$ cat config.mk
export PLATFORM = sky130hd
export DESIGN_NAME = command_frame_receiver_core
export DESIGN_NICKNAME = d
export VERILOG_FILES = /design/src/rtl/core/cfr_pkg.sv /design/src/rtl/core/command_frame_receiver_core.sv /design/src/rtl/core/cfr_ram.sv /design/src/rtl/core/cfr_ctrl.sv
export SDC_FILE = /design/constraint.sdc
export NUM_CORES = 1
export LEC_CHECK = 0
export BUFFER_PORTS_ARGS = -buffer_cell sky130_fd_sc_hd__buf_4
export CAP_MARGIN = 10
export CORE_MARGIN = 3
export CORE_UTILIZATION = 54
export DETAILED_ROUTE_END_ITERATION = 8
export PLACE_DENSITY = 0.76
export REMOVE_ABC_BUFFERS = 1
export SYNTH_ARGS = -nofsm -noshare
export SYNTH_HDL_FRONTEND = slang
export SYNTH_SLANG_ARGS = --single-unit
$ cat constraint.sdc
create_clock -name clk -period 2.95 [get_ports clk]
set_input_delay 0.885 -clock clk [delete_from_list [all_inputs] [get_ports clk]]
set_output_delay 0.885 -clock clk [all_outputs]
set_load 0.05 [all_outputs]
$ cat src/rtl/core/cfr_pkg.sv
// Shared types and constants for the command frame receiver.
`default_nettype none

package cfr_pkg;

    // Action codes carried with each input beat.
    typedef logic [1:0] action_t;
    localparam action_t ACT_BYTE = 2'd0;
    localparam action_t ACT_READ = 2'd1;
    localparam action_t ACT_SKIP = 2'd2;

    // Frame receiver mode.
    typedef enum logic [1:0] {
        MODE_IDLE      = 2'd0,
        MODE_LENGTH    = 2'd1,
        MODE_RECEIVING = 2'd2,
        MODE_COMPLETE  = 2'd3
    } mode_t;

    // Seed value of the running check.
    localparam logic [7:0] CHECK_SEED = 8'hFF;

    // Register byte address index (address bit 2 selects the register word).
    localparam logic REG_FRAME_PREFIX = 1'b0;

    // Access request to the payload store.
    typedef struct packed {
        logic       we;
        logic       re;
        logic [7:0] addr;
        logic [7:0] wdata;
    } ram_req_t;

    // Result fields known at the end of the state update.
    typedef struct packed {
        logic [7:0] pending_size;
        logic       read_valid;
        logic [1:0] frame_state;
    } result_t;

endpackage

`default_nettype wire

$ cat src/rtl/core/command_frame_receiver_core.sv
// Command frame receiver: stream ports, prefix register, payload store and result pipeline.
// Pipe: the store's registered read port sets the two-stage pipe of read stage and output register.
// Throughput: one beat per cycle when the output does not stall.
// A read of the payload always follows its last write by at least one check byte,
// so store accesses never collide and need no forwarding.
// Reset clears mode, length, position, check, prefix and pipeline valids; the store is not cleared.
`default_nettype none

module command_frame_receiver_core #(
    parameter int MAX_PAYLOAD = 32
) (
    input  wire logic        clk,
    input  wire logic        rst_n,
    // Input stream.
    input  wire logic        s_axis_tvalid,
    output logic             s_axis_tready,
    input  wire logic [7:0]  s_axis_tdata,   // [7:0] rx_byte
    input  wire logic [2:0]  s_axis_tuser,   // [1:0] action, [2] line_error
    // Result stream.
    output logic             m_axis_tvalid,
    input  wire logic        m_axis_tready,
    output logic [23:0]      m_axis_tdata,   // [7:0] pending_size, [15:8] read_byte,
                                             // [17:16] frame_state, [23:18] zero
    output logic [0:0]       m_axis_tuser,   // [0] read_valid
    // Configuration port.
    input  wire logic        psel,
    input  wire logic        penable,
    input  wire logic        pwrite,
    input  wire logic [2:0]  paddr,
    input  wire logic [31:0] pwdata,
    output logic [31:0]      prdata,
    output logic             pready
);
    import cfr_pkg::*;

    localparam int AddrW = (MAX_PAYLOAD > 1) ? $clog2(MAX_PAYLOAD) : 1;

    logic [7:0] prefix_reg;
    logic       accept;
    logic       s1_advance;
    ram_req_t   ram_req;
    result_t    ctrl_result;
    logic [7:0] ram_q;

    logic       s1_valid_reg;
    result_t    s1_result_reg;
    logic       out_valid_reg;
    result_t    out_result_reg;
    logic [7:0] out_byte_reg;

    // Configuration register.
    assign pready = 1'b1;
    assign prdata = (paddr[2] == REG_FRAME_PREFIX) ? {24'd0, prefix_reg} : 32'd0;

    always_ff @(posedge clk or negedge rst_n)
    begin
        if (!rst_n)
        begin
            prefix_reg <= 8'd0;
        end
        else if (psel && penable && pwrite && pready && paddr[2] == REG_FRAME_PREFIX)
        begin
            prefix_reg <= pwdata[7:0];
        end
    end

    // Handshake: the read stage moves on when the output register is free or taken.
    assign s1_advance    = !out_valid_reg || m_axis_tready;
    assign s_axis_tready = !s1_valid_reg || s1_advance;
    assign accept        = s_axis_tvalid && s_axis_tready;

    cfr_ctrl #(
        .MAX_PAYLOAD(MAX_PAYLOAD)
    ) u_ctrl (
        .clk          (clk),
        .rst_n        (rst_n),
        .accept       (accept),
        .action       (action_t'(s_axis_tuser[1:0])),
        .rx_byte      (s_axis_tdata),
        .line_error   (s_axis_tuser[2]),
        .frame_prefix (prefix_reg),
        .ram_req      (ram_req),
        .result       (ctrl_result)
    );

    cfr_ram #(
        .WIDTH(8),
        .DEPTH(MAX_PAYLOAD)
    ) u_store (
        .clk   (clk),
        .we    (ram_req.we),
        .waddr (ram_req.addr[AddrW-1:0]),
        .wdata (ram_req.wdata),
        .re    (ram_req.re),
        .raddr (ram_req.addr[AddrW-1:0]),
        .rdata (ram_q)
    );

    // Read stage valid and the output register.
    always_ff @(posedge clk or negedge rst_n)
    begin
        if (!rst_n)
        begin
            s1_valid_reg  <= 1'b0;
            out_valid_reg <= 1'b0;
        end
        else
        begin
            if (accept)
            begin
                s1_valid_reg <= 1'b1;
            end
            else if (s1_advance)
            begin
                s1_valid_reg <= 1'b0;
            end
            if (s1_advance)
            begin
                out_valid_reg <= s1_valid_reg;
            end
        end
    end

    // Payload of the two stages.
    always_ff @(posedge clk)
    begin
        if (accept)
        begin
            s1_result_reg <= ctrl_result;
        end
        if (s1_advance && s1_valid_reg)
        begin
            out_result_reg <= s1_result_reg;
            out_byte_reg   <= s1_result_reg.read_valid ? ram_q : 8'd0;
        end
    end

    assign m_axis_tvalid = out_valid_reg;
    assign m_axis_tdata  = {6'd0, out_result_reg.frame_state, out_byte_reg,
                            out_result_reg.pending_size};
    assign m_axis_tuser  = out_result_reg.read_valid;

    // The store is never written and read in the same cycle.
    assert property (@(posedge clk) disable iff (!rst_n)
        !(ram_req.we && ram_req.re))
        else $error("payload store written and read in one cycle");

    // A stalled read beat keeps its store data.
    assert property (@(posedge clk) disable iff (!rst_n)
        (s1_valid_reg && s1_result_reg.read_valid && !s1_advance) |=>
            (s1_valid_reg && $stable(ram_q)))
        else $error("store data lost while the read stage was stalled");

    // A complete frame always reports a non-zero pending length.
    assert property (@(posedge clk) disable iff (!rst_n)
        out_valid_reg |->
            ((out_result_reg.frame_state == MODE_COMPLETE) ==
             (out_result_reg.pending_size != 8'd0)))
        else $error("pending length does not match frame state");

endmodule

`default_nettype wire

$ cat src/rtl/core/cfr_ram.sv
// Generic single-port-write, single-port-read RAM with registered read data.
`default_nettype none

module cfr_ram #(
    parameter int WIDTH = 8,
    parameter int DEPTH = 32
) (
    input  wire logic                                  clk,
    input  wire logic                                  we,
    input  wire logic [(DEPTH > 1 ? $clog2(DEPTH) : 1)-1:0] waddr,
    input  wire logic [WIDTH-1:0]                      wdata,
    input  wire logic                                  re,
    input  wire logic [(DEPTH > 1 ? $clog2(DEPTH) : 1)-1:0] raddr,
    output logic      [WIDTH-1:0]                      rdata
);

    logic [WIDTH-1:0] mem [DEPTH];
    logic [WIDTH-1:0] rdata_reg;

    // Write port and registered read port; read data holds between reads.
    always_ff @(posedge clk)
    begin
        if (we)
        begin
            mem[waddr] <= wdata;
        end
        if (re)
        begin
            rdata_reg <= mem[raddr];
        end
    end

    assign rdata = rdata_reg;

endmodule

`default_nettype wire

$ cat src/rtl/core/cfr_ctrl.sv
// Frame state update: mode, length, position and running check, plus store requests.
`default_nettype none

module cfr_ctrl #(
    parameter int MAX_PAYLOAD = 32
) (
    input  wire logic               clk,
    input  wire logic               rst_n,
    input  wire logic               accept,
    input  wire cfr_pkg::action_t   action,
    input  wire logic [7:0]         rx_byte,
    input  wire logic               line_error,
    input  wire logic [7:0]         frame_prefix,
    output cfr_pkg::ram_req_t       ram_req,
    output cfr_pkg::result_t        result
);
    import cfr_pkg::*;

    localparam logic [7:0] MaxLen = 8'(MAX_PAYLOAD);

    mode_t      mode_reg,   mode_next;
    logic [7:0] length_reg, length_next;
    logic [7:0] pos_reg,    pos_next;
    logic [7:0] check_reg,  check_next;
    logic [7:0] mixed;
    logic       is_prefix;
    mode_t      resync_mode;

    assign is_prefix   = (rx_byte == frame_prefix);
    assign resync_mode = is_prefix ? MODE_LENGTH : MODE_IDLE;
    assign mixed       = check_reg ^ rx_byte;

    // Next-state logic for one accepted beat.
    always_comb
    begin
        mode_next   = mode_reg;
        length_next = length_reg;
        pos_next    = pos_reg;
        check_next  = check_reg;
        ram_req     = '0;
        ram_req.addr  = pos_reg;
        ram_req.wdata = rx_byte;
        result.read_valid = 1'b0;
        if (accept)
        begin
            case (action)
                ACT_BYTE:
                begin
                    if (mode_reg != MODE_COMPLETE)
                    begin
                        if (line_error)
                        begin
                            mode_next = resync_mode;
                        end
                        else
                        begin
                            case (mode_reg)
                                MODE_IDLE:
                                begin
                                    if (is_prefix)
                                    begin
                                        mode_next = MODE_LENGTH;
                                    end
                                end
                                MODE_LENGTH:
                                begin
                                    if (rx_byte != 8'd0 && rx_byte <= MaxLen)
                                    begin
                                        length_next = rx_byte;
                                        pos_next    = 8'd0;
                                        check_next  = CHECK_SEED;
                                        mode_next   = MODE_RECEIVING;
                                    end
                                    else if (!is_prefix)
                                    begin
                                        mode_next = MODE_IDLE;
                                    end
                                end
                                default:
                                begin
                                    // Receiving: payload bytes, then the check byte.
                                    if (pos_reg < length_reg)
                                    begin
                                        ram_req.we = 1'b1;
                                        pos_next   = pos_reg + 8'd1;
                                        check_next = {mixed[6:0], mixed[7]};
                                    end
                                    else if (check_reg == rx_byte)
                                    begin
                                        pos_next  = 8'd0;
                                        mode_next = MODE_COMPLETE;
                                    end
                                    else
                                    begin
                                        mode_next = resync_mode;
                                    end
                                end
                            endcase
                        end
                    end
                end
                ACT_READ:
                begin
                    if (mode_reg == MODE_COMPLETE && pos_reg < length_reg)
                    begin
                        ram_req.re        = 1'b1;
                        result.read_valid = 1'b1;
                        pos_next          = pos_reg + 8'd1;
                        if (pos_next == length_reg)
                        begin
                            mode_next = MODE_IDLE;
                        end
                    end
                end
                ACT_SKIP:
                begin
                    if (mode_reg == MODE_COMPLETE)
                    begin
                        mode_next = MODE_IDLE;
                    end
                end
                default:
                begin
                    // Unused action leaves the state alone.
                end
            endcase
        end
        result.frame_state  = mode_next;
        result.pending_size = (mode_next == MODE_COMPLETE) ? length_next : 8'd0;
    end

    // State registers.
    always_ff @(posedge clk or negedge rst_n)
    begin
        if (!rst_n)
        begin
            mode_reg   <= MODE_IDLE;
            length_reg <= 8'd0;
            pos_reg    <= 8'd0;
            check_reg  <= CHECK_SEED;
        end
        else
        begin
            mode_reg   <= mode_next;
            length_reg <= length_next;
            pos_reg    <= pos_next;
            check_reg  <= check_next;
        end
    end

endmodule

`default_nettype wire
==> reports/qor.txt <==
io pins: 113
Hold Path Class: input pin to async pin
Critical Path Max Stage Delay: 480 ps
total power: 0.0114 W
dpl ws: -222 ps
Post-Route WL: 28.7 mm
cts hold-fix bufs: 0
Worst EP required: 3210 ps
min Tclk post-route: 2740 ps
layout cells sized above 1: 29.9%
PortBufs: 55
first-pass GRT wire length: 44.0 mm
core box area: 24,600 sq um
slowest stage cell, crit path: buf_4
Switching Share: 24.2%
Synth Instances: 785
top_reg_cell synth: edfxtp_1
count of pins over their slew limit: 0
Hold Violations, Final: 0
Syn Std Cell Area: 13,600 sq um
crit path DAT: 3000 ps
setup TNS: 0 ps
pin count of the biggest net entering global routing: 69
combinational share of power: 14.4%
sequential element share of the synthesized area: 71.4%
CTS buffer count: 35
Post-Place Cells: 1,204
RSZ-0062 raised after global routing: no
clock sinks: 330
final worst slack: 208 ps
vias in the first global route: 7,497
Setup Skew: 9.02 ps
Crit Path Category: register to register
Final GP Congestion: 0.878
# rows: 57
MaxCap Viol Count: 0
VDD IR max: 0.400 mV
initial antenna violation count: 1
antenna-violating nets left: 0
nets: 982
YS warnings: 0
crit path launch type: register
Die Ht: 165 um
Initial Util: 55.5%
max reg flops: 256
Seq cells post-synth: 330
syn avg cell area: 17.4 sq um
Clock power frac: 38.4%
Worst setup EP type: register
Area Overhead vs Synth: 16.9%
Worst-Skew Late Latency: 510 ps
HPWL after detailed placement: 18.1 mm
DRT iter0 DRCs: 830
worst hold slack: 347 ps
Final Non-Filler Cells: 1,266
DRT Pass-1 Iters: 5
Die ar.: 27,200 sq um
Vias/cell: 5.87
Root Driver: clkbuf_16
Clk pin slew, worst setup/hold paths: 60 ps
fin crit share: 92.9%
die span in x: 165 um
status: finished, final reports clean
Seq pwr share: 47.2%
vias: 7,437
worst path bufs/invs: 2
htree depth: 2
Power Density: 715 nW/um^2
CTS tree: built
worst-path cell chain: buf_4, inv_1, ha_1, xor2_1, nor2_1, o2111a_1, and4_1, o22ai_4, nand3_4, nor2b_2
post-cts resize count: 0
Distinct cells, synth: 57
CP max FO: 38
worst rel slew slack: 53.8%
cell-internal power: 0.00864 W
Slew @ Worst Pin: 691 ps
total setup buffers inserted after CTS: 0
P_leak: 5.49 nW
WL per Instance: 22.7 um
clock buffer depth: 3
Setup Viol. Count Final: 0
Crit path max-delay family: buffers and inverters
ant diodes: 0
fraction of registers with async set/reset: 10.9%
Sw Pwr: 0.00276 W
grt ovf: 0
GRT Util Overall: 21.7%
number of synthesized flops with an enable pin: 294
Max Freq: 365 MHz
number of remaining DRC errors: 0
==> area by class of cell <==
cell class | instances | area (sq um)
clock inverter | 21 | 243
timing repair buffer | 134 | 1020
inverter | 12 | 45.0
sequential | 330 | 9740
tap | 324 | 405
multi-input combinational | 404 | 3590
fill | 1669 | 8650
clock buffer | 41 | 908
==> worst reg2reg max path, cell delays in order (launching register included) <==
cell,delay [ps]
dfrtp_2,430
buf_4,480
inv_1,130
ha_1,330
xor2_1,150
nor2_1,110
o2111a_1,270
and4_1,270
o22ai_4,90
nand3_4,160
nor2b_2,60
==> stage by stage <==
stage,utilization [%],area [sq um]
2_1_floorplan,-,13400
3_3_place_gp,60.2,14800
3_5_place_dp,60.2,14800
4_1_cts,64.8,16000
5_1_grt,64.8,16000
6_report,64.8,16000
==> layer usage <==
metal  up-vias  part of all wire (%)  global-route usage (%)
met1      3726                    40                    31.2
met4         2                   3.0                    7.74
met3        58                   8.4                    4.54
met2       353                    48                    33.5
li1       3298                     -                       -
met5         -                 0.049                       0
==> cells by family (layout without fill, tap and decap cells) <==
group           after synthesis  after routing  share of synthesized area (%)
fa+ha+maj                    12             12                           1.10
flops                       330            330                           71.4
other cells                   2             31                         0.0550
simple gates                166            166                           6.56
compound gates               97             97                           4.78
xor+xnor                     25             25                           1.71
buf+inv                      80            208                           3.13
mux                          73             73                           11.3
==> placed cells by master (no fill, tap or decap), types with 21 or more instances in the layout <==
cell type / instances
edfxtp_1: 294
buf_4: 133
mux4_2: 64
nor2_1: 56
clkbuf_16: 35
a22oi_1: 32
conb_1: 31
dfrtp_1: 26
xnor2_1: 22
nand2_1: 21
==> power groups by stage <==
stage	sequential (W)	combinational, W	clock [W]
6_report	0.00538	0.00164	0.00438
5_1_grt	0.00539	0.00177	0.00463
3_5_place_dp	0.00547	0.00165	0
3_3_place_gp	0.00547	0.00162	0
4_1_cts	0.00538	0.00166	0.00445
2_1_floorplan	0.00567	0.00101	0
==> synthesized netlist by cell type (all sizes together), types with 2 or more instances <==
master / count / area (sq um)
edfxtp: 294 / 8830
mux4: 64 / 1440
nor2: 56 / 210
buf: 48 / 308
a22oi: 32 / 240
dfrtp: 28 / 701
o21ai: 22 / 110
xnor2: 22 / 193
nand2: 21 / 78.8
clkbuf: 20 / 75.1
nor2b: 17 / 124
nand4: 16 / 100
a31oi: 14 / 87.6
and2: 14 / 87.6
a21oi: 12 / 60.1
ha: 12 / 150
inv: 12 / 45.0
mux2: 9 / 101
dfstp: 8 / 210
nand2b: 7 / 43.8
nand3: 7 / 52.6
nor3: 7 / 45.0
and3: 4 / 25.0
nand3b: 4 / 30.0
o22ai: 3 / 32.5
o31ai: 3 / 22.5
or2: 3 / 18.8
and3b: 2 / 17.5
and4: 2 / 17.5
conb: 2 / 7.51
o211ai: 2 / 15.0
o41ai: 2 / 17.5
or3: 2 / 12.5
xor2: 2 / 17.5
==> worst paths after layout <==
kind / startpoint / slack [ps] / depth (start not counted) / to
max in group asynchronous: rst_n / 2220 / 1 / u_ctrl.pos_reg[0]
setup / recovery: u_ctrl.pos_reg[1] / 210 / 10 / s1_result_reg[3]
hold reg to reg: s1_result_reg[6] / 420 / 0 / m_axis_tdata[3]
min in group clk: s1_result_reg[6] / 420 / 0 / m_axis_tdata[3]
setup reg to reg: u_ctrl.pos_reg[1] / 210 / 10 / s1_result_reg[3]
hold / removal: rst_n / 350 / 1 / u_ctrl.pos_reg[3]
No activity file was read; power rests on OpenSTA's default activity.
